--- src/design/md5_pkg.sv ---
package md5_pkg;

   localparam int WORD_W    = 32;
   localparam int BUF_WORDS = 16;
   localparam int ROUNDS    = 64;
   localparam int WADDR_W   = $clog2(BUF_WORDS);
   localparam int BADDR_W   = $clog2(BUF_WORDS * 4);
   localparam int RND_W     = $clog2(ROUNDS);

   localparam logic [7:0] PAD_MARK = 8'h80;
   localparam logic [BADDR_W-1:0] LEN_POS  = BADDR_W'(56);
   localparam logic [BADDR_W-1:0] LAST_POS = BADDR_W'(63);

   typedef logic [3:0][WORD_W-1:0] chain_type;

   localparam chain_type CHAIN_IV = {32'h10325476, 32'h98badcfe, 32'hefcdab89, 32'h67452301};

   typedef struct packed {
      logic start;
      logic init;
   } core_ctl_type;

   typedef struct packed {
      logic busy;
      logic done;
   } core_stat_type;

   localparam logic [WORD_W-1:0] K_TABLE [ROUNDS] = '{
      32'hd76aa478, 32'he8c7b756, 32'h242070db, 32'hc1bdceee,
      32'hf57c0faf, 32'h4787c62a, 32'ha8304613, 32'hfd469501,
      32'h698098d8, 32'h8b44f7af, 32'hffff5bb1, 32'h895cd7be,
      32'h6b901122, 32'hfd987193, 32'ha679438e, 32'h49b40821,
      32'hf61e2562, 32'hc040b340, 32'h265e5a51, 32'he9b6c7aa,
      32'hd62f105d, 32'h02441453, 32'hd8a1e681, 32'he7d3fbc8,
      32'h21e1cde6, 32'hc33707d6, 32'hf4d50d87, 32'h455a14ed,
      32'ha9e3e905, 32'hfcefa3f8, 32'h676f02d9, 32'h8d2a4c8a,
      32'hfffa3942, 32'h8771f681, 32'h6d9d6122, 32'hfde5380c,
      32'ha4beea44, 32'h4bdecfa9, 32'hf6bb4b60, 32'hbebfbc70,
      32'h289b7ec6, 32'heaa127fa, 32'hd4ef3085, 32'h04881d05,
      32'hd9d4d039, 32'he6db99e5, 32'h1fa27cf8, 32'hc4ac5665,
      32'hf4292244, 32'h432aff97, 32'hab9423a7, 32'hfc93a039,
      32'h655b59c3, 32'h8f0ccc92, 32'hffeff47d, 32'h85845dd1,
      32'h6fa87e4f, 32'hfe2ce6e0, 32'ha3014314, 32'h4e0811a1,
      32'hf7537e82, 32'hbd3af235, 32'h2ad7d2bb, 32'heb86d391
   };

   // indexed by {phase, round mod 4}
   localparam logic [4:0] ROT_TABLE [16] = '{
      5'd7, 5'd12, 5'd17, 5'd22,
      5'd5, 5'd9,  5'd14, 5'd20,
      5'd4, 5'd11, 5'd16, 5'd23,
      5'd6, 5'd10, 5'd15, 5'd21
   };

   function automatic logic [WADDR_W-1:0] msg_index(input logic [RND_W-1:0] rnd);
      logic [WADDR_W-1:0] r4;
      logic [WADDR_W-1:0] idx;
      r4 = rnd[WADDR_W-1:0];
      case (rnd[RND_W-1:RND_W-2])
         2'd0: idx = r4;
         2'd1: idx = WADDR_W'(r4 * WADDR_W'(5) + WADDR_W'(1));
         2'd2: idx = WADDR_W'(r4 * WADDR_W'(3) + WADDR_W'(5));
         default: idx = WADDR_W'(r4 * WADDR_W'(7));
      endcase
      return idx;
   endfunction

endpackage

--- src/design/md5_channels_if.sv ---
interface md5_req_if;
   logic       valid;
   logic       ready;
   logic [7:0] byte_value;
   logic       has_byte;
   logic       last_byte;

   modport source (output valid, output byte_value, output has_byte, output last_byte,
                   input ready);
   modport sink (input valid, input byte_value, input has_byte, input last_byte,
                 output ready);
endinterface

interface md5_rsp_if;
   logic        valid;
   logic        ready;
   logic [63:0] digest_half;
   logic        final_half;

   modport source (output valid, output digest_half, output final_half, input ready);
   modport sink (input valid, input digest_half, input final_half, output ready);
endinterface

--- src/design/md5_blk_buf.sv ---
module md5_blk_buf (
   input  logic                           clock,
   input  logic                           wr_en,
   input  logic [md5_pkg::BADDR_W-1:0]    wr_addr,
   input  logic [7:0]                     wr_byte,
   input  logic [md5_pkg::WADDR_W-1:0]    rd_addr,
   output logic [md5_pkg::WORD_W-1:0]     rd_data
);

   logic [md5_pkg::WORD_W-1:0] words_mem [md5_pkg::BUF_WORDS];
   logic [md5_pkg::WORD_W-1:0] rd_data_ff;

   // byte lane write, little-endian within a word
   always_ff @(posedge clock) begin
      if (wr_en) begin
         words_mem[wr_addr[md5_pkg::BADDR_W-1:2]][{wr_addr[1:0], 3'b000} +: 8] <= wr_byte;
      end
      rd_data_ff <= words_mem[rd_addr];
   end

   assign rd_data = rd_data_ff;

endmodule

--- src/design/md5_round_core.sv ---
module md5_round_core (
   input  logic                          clock,
   input  logic                          reset,
   input  md5_pkg::core_ctl_type         ctl,
   output md5_pkg::core_stat_type        stat,
   output logic [md5_pkg::WADDR_W-1:0]   rd_addr,
   input  logic [md5_pkg::WORD_W-1:0]    rd_data,
   output md5_pkg::chain_type            chain
);

   typedef enum logic [1:0] {C_IDLE, C_ROUND, C_ADD} core_state_type;

   core_state_type             state_ff, state_in;
   logic [md5_pkg::RND_W-1:0]  rnd_ff, rnd_in;
   logic [md5_pkg::WORD_W-1:0] a_ff, b_ff, c_ff, d_ff;
   logic [md5_pkg::WORD_W-1:0] a_in, b_in, c_in, d_in;
   md5_pkg::chain_type         chain_ff, chain_in;

   logic [md5_pkg::WORD_W-1:0] f_val;
   logic [md5_pkg::WORD_W-1:0] sum_val;
   logic [2*md5_pkg::WORD_W-1:0] dbl_val;
   logic [4:0]                 sh_amt;

   always_comb begin
      case (rnd_ff[md5_pkg::RND_W-1:md5_pkg::RND_W-2])
         2'd0: f_val = (b_ff & c_ff) | (~b_ff & d_ff);
         2'd1: f_val = (b_ff & d_ff) | (c_ff & ~d_ff);
         2'd2: f_val = b_ff ^ c_ff ^ d_ff;
         default: f_val = c_ff ^ (b_ff | ~d_ff);
      endcase
      sum_val = a_ff + f_val + md5_pkg::K_TABLE[rnd_ff] + rd_data;
      sh_amt  = md5_pkg::ROT_TABLE[{rnd_ff[md5_pkg::RND_W-1:md5_pkg::RND_W-2], rnd_ff[1:0]}];
      dbl_val = {sum_val, sum_val} << sh_amt;
   end

   always_comb begin
      state_in = state_ff;
      rnd_in   = rnd_ff;
      a_in     = a_ff;
      b_in     = b_ff;
      c_in     = c_ff;
      d_in     = d_ff;
      chain_in = chain_ff;
      case (state_ff)
         C_IDLE: begin
            if (ctl.start) begin
               a_in     = chain_ff[0];
               b_in     = chain_ff[1];
               c_in     = chain_ff[2];
               d_in     = chain_ff[3];
               rnd_in   = '0;
               state_in = C_ROUND;
            end else if (ctl.init) begin
               chain_in = md5_pkg::CHAIN_IV;
            end
         end
         C_ROUND: begin
            a_in   = d_ff;
            d_in   = c_ff;
            c_in   = b_ff;
            b_in   = b_ff + dbl_val[2*md5_pkg::WORD_W-1:md5_pkg::WORD_W];
            rnd_in = rnd_ff + 1'b1;
            if (rnd_ff == md5_pkg::RND_W'(md5_pkg::ROUNDS - 1)) begin
               state_in = C_ADD;
            end
         end
         C_ADD: begin
            chain_in[0] = chain_ff[0] + a_ff;
            chain_in[1] = chain_ff[1] + b_ff;
            chain_in[2] = chain_ff[2] + c_ff;
            chain_in[3] = chain_ff[3] + d_ff;
            state_in    = C_IDLE;
         end
         default: state_in = C_IDLE;
      endcase
   end

   always_ff @(posedge clock) begin
      if (reset) begin
         state_ff <= C_IDLE;
         rnd_ff   <= '0;
         chain_ff <= md5_pkg::CHAIN_IV;
      end else begin
         state_ff <= state_in;
         rnd_ff   <= rnd_in;
         chain_ff <= chain_in;
      end
      a_ff <= a_in;
      b_ff <= b_in;
      c_ff <= c_in;
      d_ff <= d_in;
   end

   // fetch the message word for the next round ahead, through the registered buffer read
   assign rd_addr   = (state_ff == C_ROUND) ? md5_pkg::msg_index(rnd_ff + 1'b1) : '0;
   assign stat.busy = (state_ff != C_IDLE);
   assign stat.done = (state_ff == C_ADD);
   assign chain     = chain_ff;

endmodule

--- src/design/md5_message_digest.sv ---
// streaming md5: one byte item accepted per cycle while a block fills
// a full 64-byte block then runs 64 rounds, one round a cycle, and a final add step
// input is held off while the single round unit compresses, so filling and compression do not overlap
// finalize: up to 72 padding writes and at most two compressions, then two digest items
// synchronous active-high reset restores the initial chaining words and a zero bit count
module md5_message_digest (
   input logic           clock,
   input logic           reset,
   md5_req_if.sink       req_ch,
   md5_rsp_if.source     rsp_ch
);

   typedef enum logic [2:0] {S_IDLE, S_PAD, S_COMP, S_OUT0, S_OUT1} top_state_type;

   top_state_type                  state_ff, state_in;
   logic [md5_pkg::BADDR_W-1:0]    pos_ff, pos_in;
   logic [63:0]                    bit_count_ff, bit_count_in;
   logic                           mark_ff, mark_in;
   logic                           len_ok_ff, len_ok_in;
   logic                           resume_pad_ff, resume_pad_in;
   logic                           go_out_ff, go_out_in;

   logic                           buf_wr_en;
   logic [7:0]                     buf_wr_byte;
   logic [md5_pkg::WADDR_W-1:0]    buf_rd_addr;
   logic [md5_pkg::WORD_W-1:0]     buf_rd_data;
   md5_pkg::core_ctl_type          core_ctl;
   md5_pkg::core_stat_type         core_stat;
   md5_pkg::chain_type             chain;
   logic                           req_take;

   md5_blk_buf u_buf (
      .clock   (clock),
      .wr_en   (buf_wr_en),
      .wr_addr (pos_ff),
      .wr_byte (buf_wr_byte),
      .rd_addr (buf_rd_addr),
      .rd_data (buf_rd_data)
   );

   md5_round_core u_core (
      .clock   (clock),
      .reset   (reset),
      .ctl     (core_ctl),
      .stat    (core_stat),
      .rd_addr (buf_rd_addr),
      .rd_data (buf_rd_data),
      .chain   (chain)
   );

   assign req_ch.ready = (state_ff == S_IDLE) && !core_stat.busy;
   assign req_take     = req_ch.valid && req_ch.ready;

   assign rsp_ch.valid       = (state_ff == S_OUT0) || (state_ff == S_OUT1);
   assign rsp_ch.final_half  = (state_ff == S_OUT1);
   assign rsp_ch.digest_half = (state_ff == S_OUT1) ? {chain[3], chain[2]}
                                                    : {chain[1], chain[0]};

   always_comb begin
      state_in      = state_ff;
      pos_in        = pos_ff;
      bit_count_in  = bit_count_ff;
      mark_in       = mark_ff;
      len_ok_in     = len_ok_ff;
      resume_pad_in = resume_pad_ff;
      go_out_in     = go_out_ff;
      buf_wr_en     = 1'b0;
      buf_wr_byte   = req_ch.byte_value;
      core_ctl      = '0;
      case (state_ff)
         S_IDLE: begin
            if (req_take) begin
               if (req_ch.has_byte) begin
                  buf_wr_en    = 1'b1;
                  pos_in       = pos_ff + 1'b1;
                  bit_count_in = bit_count_ff + 64'd8;
               end
               if (req_ch.last_byte) begin
                  mark_in   = 1'b1;
                  len_ok_in = 1'b0;
               end
               if (req_ch.has_byte && (pos_ff == md5_pkg::LAST_POS)) begin
                  core_ctl.start = 1'b1;
                  resume_pad_in  = req_ch.last_byte;
                  go_out_in      = 1'b0;
                  state_in       = S_COMP;
               end else if (req_ch.last_byte) begin
                  state_in = S_PAD;
               end
            end
         end
         S_PAD: begin
            buf_wr_en = 1'b1;
            pos_in    = pos_ff + 1'b1;
            mark_in   = 1'b0;
            if (mark_ff) begin
               buf_wr_byte = md5_pkg::PAD_MARK;
               len_ok_in   = (pos_ff < md5_pkg::LEN_POS);
            end else if (len_ok_ff && (pos_ff >= md5_pkg::LEN_POS)) begin
               // length bytes, little-endian, byte i at position 56 + i
               buf_wr_byte = 8'(bit_count_ff >> {pos_ff[2:0], 3'b000});
            end else begin
               buf_wr_byte = 8'h00;
            end
            if (pos_ff == md5_pkg::LAST_POS) begin
               core_ctl.start = 1'b1;
               resume_pad_in  = 1'b1;
               go_out_in      = len_ok_ff && !mark_ff;
               len_ok_in      = 1'b1;
               state_in       = S_COMP;
            end
         end
         S_COMP: begin
            if (core_stat.done) begin
               if (go_out_ff) begin
                  state_in = S_OUT0;
               end else if (resume_pad_ff) begin
                  state_in = S_PAD;
               end else begin
                  state_in = S_IDLE;
               end
            end
         end
         S_OUT0: begin
            if (rsp_ch.ready) begin
               state_in = S_OUT1;
            end
         end
         S_OUT1: begin
            if (rsp_ch.ready) begin
               core_ctl.init = 1'b1;
               pos_in        = '0;
               bit_count_in  = '0;
               state_in      = S_IDLE;
            end
         end
         default: state_in = S_IDLE;
      endcase
   end

   always_ff @(posedge clock) begin
      if (reset) begin
         state_ff      <= S_IDLE;
         pos_ff        <= '0;
         bit_count_ff  <= '0;
         mark_ff       <= 1'b0;
         len_ok_ff     <= 1'b0;
         resume_pad_ff <= 1'b0;
         go_out_ff     <= 1'b0;
      end else begin
         state_ff      <= state_in;
         pos_ff        <= pos_in;
         bit_count_ff  <= bit_count_in;
         mark_ff       <= mark_in;
         len_ok_ff     <= len_ok_in;
         resume_pad_ff <= resume_pad_in;
         go_out_ff     <= go_out_in;
      end
   end

`ifndef ASSERT_OFF
   a_start_busy: assert property (@(posedge clock) disable iff (reset)
      core_ctl.start |=> core_stat.busy)
      else $error("compression did not start");

   a_no_write_busy: assert property (@(posedge clock) disable iff (reset)
      buf_wr_en |-> !core_stat.busy)
      else $error("block buffer written during compression");

   a_rsp_idle_core: assert property (@(posedge clock) disable iff (reset)
      rsp_ch.valid |-> !core_stat.busy)
      else $error("digest shown while compression runs");

   a_pos_tracks_count: assert property (@(posedge clock) disable iff (reset)
      state_ff == S_IDLE |-> pos_ff == bit_count_ff[8:3])
      else $error("byte position out of step with bit count");
`endif

endmodule

--- src/flat_wrapper.sv ---
// flat-port wrapper written by rule: the top's interface ports become plain ports
module md5_message_digest_flat 
  (clock, reset, req_ch_valid, req_ch_byte_value, req_ch_has_byte, req_ch_last_byte, req_ch_ready, rsp_ch_valid, rsp_ch_digest_half, rsp_ch_final_half, rsp_ch_ready);
  md5_req_if req_ch_i ();
  md5_rsp_if rsp_ch_i ();
  input logic clock;
  input logic reset;
  input wire logic [$bits(req_ch_i.valid)-1:0] req_ch_valid;
  input wire logic [$bits(req_ch_i.byte_value)-1:0] req_ch_byte_value;
  input wire logic [$bits(req_ch_i.has_byte)-1:0] req_ch_has_byte;
  input wire logic [$bits(req_ch_i.last_byte)-1:0] req_ch_last_byte;
  output wire logic [$bits(req_ch_i.ready)-1:0] req_ch_ready;
  output wire logic [$bits(rsp_ch_i.valid)-1:0] rsp_ch_valid;
  output wire logic [$bits(rsp_ch_i.digest_half)-1:0] rsp_ch_digest_half;
  output wire logic [$bits(rsp_ch_i.final_half)-1:0] rsp_ch_final_half;
  input wire logic [$bits(rsp_ch_i.ready)-1:0] rsp_ch_ready;
  assign req_ch_i.valid = req_ch_valid;
  assign req_ch_i.byte_value = req_ch_byte_value;
  assign req_ch_i.has_byte = req_ch_has_byte;
  assign req_ch_i.last_byte = req_ch_last_byte;
  assign req_ch_ready = req_ch_i.ready;
  assign rsp_ch_valid = rsp_ch_i.valid;
  assign rsp_ch_digest_half = rsp_ch_i.digest_half;
  assign rsp_ch_final_half = rsp_ch_i.final_half;
  assign rsp_ch_i.ready = rsp_ch_ready;
  md5_message_digest u_core (.clock(clock), .reset(reset), .req_ch(req_ch_i), .rsp_ch(rsp_ch_i));
endmodule
--- config.mk ---
export PLATFORM = sky130hd
export DESIGN_NAME = md5_message_digest_flat
export DESIGN_NICKNAME = d
export VERILOG_FILES = /design/src/design/md5_pkg.sv /design/src/design/md5_channels_if.sv /design/src/design/md5_blk_buf.sv /design/src/design/md5_round_core.sv /design/src/design/md5_message_digest.sv /design/src/flat_wrapper.sv
export SDC_FILE = /design/constraint.sdc
export NUM_CORES = 2
export LEC_CHECK = 0
export BUFFER_PORTS_ARGS = -buffer_cell sky130_fd_sc_hd__buf_2
export CORE_ASPECT_RATIO = 0.7
export CORE_UTILIZATION = 44
export CTS_CLUSTER_DIAMETER = 40
export DETAILED_ROUTE_END_ITERATION = 10
export HOLD_SLACK_MARGIN = 0.06
export PLACE_DENSITY = 0.66
export SLEW_MARGIN = 20
export SYNTH_ARGS = -nofsm -noshare
export SYNTH_HDL_FRONTEND = slang
export SYNTH_SLANG_ARGS = --single-unit
--- constraint.sdc ---
create_clock -name clock -period 18.46 [get_ports clock]
set_clock_uncertainty 0.05 [all_clocks]
set_input_delay 2.769 -clock clock [delete_from_list [all_inputs] [get_ports clock]]
set_output_delay 2.769 -clock clock [all_outputs]
set_load 0.01 [all_outputs]
**Yosys cells after proc, flatten, opt, wreduce, memory -nomap -nowiden**

Memory sizes are Yosys's and may differ from the RTL's. A register that Yosys moved wholly into a read port is not among the register bits.
Index checks and enable logic that the tools add are counted.
W data, S select, Z words.

- Memory bits (read-only): 2,128
- Register bits: 341
- Output and inout bits: 67
- Bits of input ports: 14
- Memory bits (writable): 512
- Word-level logic and storage cells: 184
- Memories kept: 3

Memory list:

| name | depth | width | read ports | clocked after Yosys merged registers in | wr ports | RTL line | text |
|---|---|---|---|---|---|---|---|
| (name not given) | 64 | 32 | 1 | 0 | 0 | md5_round_core.sv:31 | `sum_val = a_ff + f_val + md5_pkg::K_TABLE[rnd_ff] + rd_data;` |
| u_core.u_buf.words_mem | 16 | 32 | 1 | 1 | 1 | md5_blk_buf.sv:10 | `logic [md5_pkg::WORD_W-1:0] words_mem [md5_pkg::BUF_WORDS];` |
| (name not given) | 16 | 5 | 1 | 0 | 0 | md5_round_core.sv:32 | `sh_amt = md5_pkg::ROT_TABLE[{rnd_ff[md5_pkg::RND_W-1:md5_pkg::RND_W-2], rnd_ff[1:0]}];` |

- Add/subtract/negate cells: 14
- Bitwise operators: 14
- Eq/ne operators: 26
- Reduce and logical (&&, ||, !) cells: 27
- Shift-type cells: 4
- Multiplexer cells: 72
- Multiply operators: 3
- $lt $le $gt $ge: 4

Operators by type and width:

| kind | count |
|---|---|
| $add A32 B32 Y32 | 8 |
| $mux W128 | 2 |
| $mux W64 | 4 |
| $pmux W128 S2 | 1 |
| $pmux W32 S2 | 4 |
| $mux W32 | 7 |
| $and A32 B32 Y32 | 4 |
| $pmux W64 S2 | 1 |
| $or A32 B32 Y32 | 3 |
| $pmux W32 S3 | 1 |
| $xor A32 B32 Y32 | 3 |
| $add A64 B4 Y64 const B | 1 |
| $not A32 Y32 | 2 |
| $shl A64 B5 Y64 | 1 |
| $shr A64 B6 Y8 | 1 |
| $shift A8 B7 Y32 const A | 1 |
| $shiftx A8 B7 Y32 | 1 |
| $mux W3 | 8 |
| $mux W6 | 4 |
| $mux W8 | 3 |
| $mux W1 | 21 |
| $pmux W6 S3 | 1 |
| $reduce_and A4 Y1 | 4 |
| $pmux W3 S5 | 1 |
| 39 further kinds | 77 |

**Logic depth before layout (Yosys ltp)**

- Depth after elaboration: 10
- Depth in mapped cells: 43
- Gate-level depth less buffers: 41

**Modules after synthesis**

Synthesis repeated with hierarchy kept, for this count alone.

- Cells, all modules: 5,317
- Area total of the unflattened synthesis: 53,173.5 µm²

By module, submodules not included:

| module | cells each | sequential area each (µm²) | area an instance (µm²) | instances |
|---|---|---|---|---|
| md5_round_core | 3,627 | 6,566.3 | 27,687.8 | 1 |
| md5_blk_buf | 954 | 16,015.4 | 20,400.8 | 1 |
| md5_message_digest | 736 | 1,481.4 | 5,084.9 | 1 |

**Least setup slack after synthesis**

Ideal clock, no wire load.

- Kind: register to register
- Start: reg u_core.u_core.rnd_ff[0] (netlist bit)
- End: reg u_core.u_core.b_ff[30] (netlist bit) (data pin)
- Buffers on the path: 2
- Library setup time: 0.269 ns
- Path slack: 9.158 ns
- Data arrival time: 8.983 ns
- Stages on the path, launching flop included: 41
- Period minus slack after synthesis: 9.302 ns
- Cells stage by stage: dfxtp_1 clkinv_1 ha_1 clkbuf_1 clkbuf_1 nand2_1 nor2_1 nor3_1 o31a_1 o22ai_1 o221ai_1 fa_1 inv_1 fa_1 inv_1 ha_1 inv_1 fa_1 (+5 left out) a21o_1 a221oi_1 o21a_1 nor2_1 o32a_1 mux2_2 ha_1 or4_1 nor2_1 a21boi_1 nand4_1 a2111oi_0 or3b_1 a2111o_1 a2111oi_0 o41ai_1 xnor2_1 o21ai_0

- Cells in the longest elaborated chain, start to end: 9

RTL lines:

| item | RTL line | text |
|---|---|---|
| from (decl) | md5_round_core.sv:14 | `logic [md5_pkg::RND_W-1:0] rnd_ff, rnd_in;` |
| from (signal assigned) | md5_round_core.sv:85 | `rnd_ff <= rnd_in;` |
| $not A6 Y7 (not written as such) | md5_round_core.sv:31 |  |
| $mem_v2 Z64 W32 | n/a |  |
| $mux W32 (not written as such) (2 in a row) | md5_round_core.sv:31 |  |
| $add A32 B32 Y32 (2 in a row) | md5_round_core.sv:31 |  |
| $shl A64 B5 Y64 (*) | md5_round_core.sv:33 | `dbl_val = {sum_val, sum_val} << sh_amt;` |
| $add A32 B32 Y32 (*) | md5_round_core.sv:61 | `b_in = b_ff + dbl_val[2*md5_pkg::WORD_W-1:md5_pkg::WORD_W];` |
| $pmux W32 S2 (*) | md5_round_core.sv:44 | `case (state_ff)` |
| named net u_core.u_core.b_in, one bit | md5_round_core.sv:16 | `logic [md5_pkg::WORD_W-1:0] a_in, b_in, c_in, d_in;` |
| to (signal assigned) | md5_round_core.sv:89 | `b_ff <= b_in;` |
| to (decl) | md5_round_core.sv:15 | `logic [md5_pkg::WORD_W-1:0] a_ff, b_ff, c_ff, d_ff;` |

Mark *: on every way through the listed nets, which the timed path passes. The rest lies on a longest branch. The select of a mux whose other input is x is not followed.
A chain may end at the register's enable or synchronous reset.

**Worst setup path in the final report**

- Start: reg u_core.u_core.rnd_ff[1] (netlist bit)
- End: reg u_core.u_core.b_ff[30] (netlist bit) (data pin)

Same word-level chain as after synthesis.

==> flow_summary.yaml <==
critical_path:
  r2r_setup_slack_ns: 6.89
  worst_ep_required_time_ns: 18.83
  path_buf_inv: 5
  r2r_end: "u_core.u_core.b_ff[30]"
  cp_common_cell: "o21ai_0"
  crit_start: "u_core.u_core.rnd_ff[1]"
  crit_fanout: 16
  arrival_ns: 11.94
  startpoint_type: "register"
  worstSetupEndpointType: "register"
  slowest_stage: "ha_1"
  timing.rr.start: "u_core.u_core.rnd_ff[1]"
  crit_cells: 39
  path_delay_family: "compound AO/OA/AOI/OAI gates"
  endpoint: "u_core.u_core.b_ff[30]"
  crit_type: "register to register"
  max_stage_delay_ns: 0.92
  reg2reg_depth: 39
sta:
  fin_tns_setup_ns: 0
  finalHoldViolCount: 0
  maxSlewHeadroom_pct: 13.4
  period_share_pct: 62.7
  fmax_mhz: 86.4
  fin_ws_ns: 6.89
  worstMarginPinSlew_ns: 1.30
  period_minus_slack_ns: 11.57
  rsz0062_at_grt: "no"
  slew_violations: 0
  setup_viol: 0
detailed_routing:
  via_count: 45400
  wl_per_cell_um: 23.9
  drt-pass1-iter-count: 8
  ant_nets: 0
  postRouteWirelength_um: 179000
  drc_errors: 0
  vias_per_cell: 6.06
  drtIter0Drc: 5687
logic_synthesis:
  synth_warnings: 0
  post_synth_num_cell_types: 92
  synth_area_mm2: 0.0540
  syn_avg_cell_area_um2: 9.19
  synth-edff-count: 640
  syn-num-nets: 6173
  synthArstFlopShare_pct: 0
  synth_seq_cells: 882
  syn-instance-count: 5873
  ys_seq_area_share_pct: 44.6
  synth_flop_cell: "edfxtp_1"
finish:
  drive_gt1_share_pct: 7.94
  mostFrequentLayoutCells: "1,055 x nand2_1, 640 x edfxtp_1, 442 x nor2_1"
  final_common_cell: "nand2_1"
  utilization_pct: 48.8
  fin_nets: 6068
  n_fill_cell: 11300
  area_growth_pct: 10.1
  design_area_mm2: 0.0594
die:
  num_io_pins: 81
  initial_core_util_pct: 44.3
  dieArea_mm2: 0.124
  die_w_um: 421
  die_h_um: 295
  rows: 107
  core_mm2: 0.122
flow_run:
  maxCapViolCount: 0
power:
  pwr-share-comb_pct: 19.2
  switching_share_pct: 29.9
  power_mw: 5.47
  power.switching_mw: 1.63
  ir_drop_v: 0.0000865
  p_int_mw: 3.83
  clkPwrFrac_pct: 39.9
  pwr-share-seq_pct: 41.0
  leakage_nw: 22.7
  p_per_area_mw_per_mm2: 92.0
cts:
  clkLatencyLatePin_ns: 0.74
  clock_path_buffers: 3
  postCtsHoldBufs: 0
  post_cts_resized: 0
  post_cts_buffers: 0
  cts_root_buf: "clkbuf_16"
  clk_pin_slew_worst_paths_ns: 0.05
  tritoncts: "yes"
  cts_buffers: 106
  numClockSinks: 882
  htree_levels: 3
place:
  place_ws_ns: 7.43
  dpl-instance-area_mm2: 0.0557
  post-dp-hpwl_um: 126000
  port_buffers: 80
  gp_congestion: 1.01
global_route:
  grt_max_degree: 190
  antenna_found_initial: 7
  grt_pass1_vias: 41300
  grt_remaining_overflow: 0
  grt_pass1_wl_um: 264000
  grt_usage_pct: 28.2
status:
  outcome: "finished, final reports clean"
worst_hold_path:
  hold_class: "register to register"
-- metal layers --
| metal | share of wire (%) | routed length, um | vias up | track usage, % |
|---|---|---|---|---|
| met5 | 0.0061 | 11 | - | 0 |
| met4 | 1.7 | 3070 | 2 | 5.55 |
| met3 | 11 | 20000 | 200 | 7.70 |
| met2 | 40 | 72000 | 2051 | 38.1 |
| met1 | 47 | 83900 | 22100 | 44.0 |
| li1 | - | - | 21100 | - |
-- layout make-up --
class / instances / area, um^2 / share of cell area [%]
Tap cell: 1635 / 2050 / 3.44
Clock buffer: 122 / 2730 / 4.60
Multi-Input combinational cell: 4413 / 27900 / 46.9
Sequential cell: 882 / 24100 / 40.5
Antenna cell: 1 / 2.50 / 0.00421
Clock inverter: 78 / 955 / 1.61
Timing Repair Buffer: 142 / 893 / 1.50
Inverter: 223 / 842 / 1.42
-- worst min-delay path, delay by kind of cell (launching register included) --
kind / cells / cell delay (ns)
AO/OA/AOI/OAI: 1 / 0.05
AND/OR/NAND/NOR: 1 / 0.06
flip-flops: 1 / 0.33
-- state kept, by name, indices dropped and copies added (netlist names) --
register,count
u_core.bit_count_ff,61
u_core.go_out_ff,1
u_core.len_ok_ff,1
u_core.mark_ff,1
u_core.pos_ff,6
u_core.resume_pad_ff,1
u_core.state_ff,3
u_core.u_buf.rd_data,32
u_core.u_buf.words_mem,512
u_core.u_core.a_ff,32
u_core.u_core.b_ff,32
u_core.u_core.c_ff,32
u_core.u_core.chain,128
u_core.u_core.d_ff,32
u_core.u_core.rnd_ff,6
u_core.u_core.state_ff,2
-- stage by stage --
| step | std cells | hold WS [ns] |
|---|---|---|
| 2_1_floorplan | 5873 | 0.412 |
| 3_3_place_gp | 7293 | 0.429 |
| 3_5_place_dp | 7293 | 0.439 |
| 4_1_cts | 7493 | 0.447 |
| 5_1_grt | 7495 | 0.469 |
| 6_report | 7496 | 0.448 |
-- synthesized netlist by cell type, types with 41 or more instances --
cell type | count | area share [%]
xnor2_1 | 133 | 2.2
a211oi_1 | 231 | 3.2
xor2_1 | 113 | 1.8
o21ai_0 | 344 | 3.2
and2_1 | 150 | 1.7
clkbuf_1 | 308 | 2.1
inv_1 | 221 | 1.5
a21oi_1 | 371 | 3.4
ha_1 | 219 | 5.1
a22oi_1 | 54 | 0.75
a31oi_1 | 124 | 1.4
o21a_1 | 45 | 0.63
o22ai_1 | 58 | 0.67
buf_1 | 41 | 0.29
mux2i_1 | 71 | 1.3
nand2_1 | 1057 | 7.4
a311oi_1 | 74 | 1.2
fa_1 | 67 | 2.5
nand2b_1 | 79 | 0.92
edfxtp_1 | 640 | 36
a21o_1 | 76 | 1.1
nor2_1 | 456 | 3.2
or2_2 | 46 | 0.53
nor3_1 | 62 | 0.57
dfxtp_1 | 242 | 9.0
nand3_1 | 96 | 0.89
-- worst min path at each step --
stage | from | endpoint | slack (ns) | cells after the start
2_1_floorplan | u_core.u_core.chain[63] | u_core.u_core.chain[63] | 0.41 | 1
3_3_place_gp | u_core.u_core.chain[109] | u_core.u_core.chain[109] | 0.43 | 2
3_5_place_dp | u_core.u_core.chain[52] | u_core.u_core.chain[52] | 0.44 | 2
4_1_cts | u_core.u_core.chain[52] | u_core.u_core.chain[52] | 0.45 | 2
5_1_grt | u_core.u_core.chain[90] | u_core.u_core.chain[90] | 0.47 | 2
6_report | u_core.u_core.chain[52] | u_core.u_core.chain[52] | 0.45 | 2
-- kinds of logic after synthesis --
kind of cell / share of synthesized area [%]
AOI/OAI and AO/OA: 19.8
xor gates and xnor gates: 3.99
adders and majority gates: 7.58
buffers and inverters: 4.07
DFF: 44.6
muxes: 2.49
and+or+nand+nor: 17.5
-- power by group through the flow --
stage                     combinational (mW)  clock [mW]  sequential [mW]
after detailed placement                1.00           0             2.28
after global placement                  1.00           0             2.28
after global routing                    1.13        2.28             2.24
after CTS                               1.01        2.20             2.24
final                                   1.05        2.18             2.24
after floorplan                        0.711           0             2.27
(Power assumes the default switching activity.)
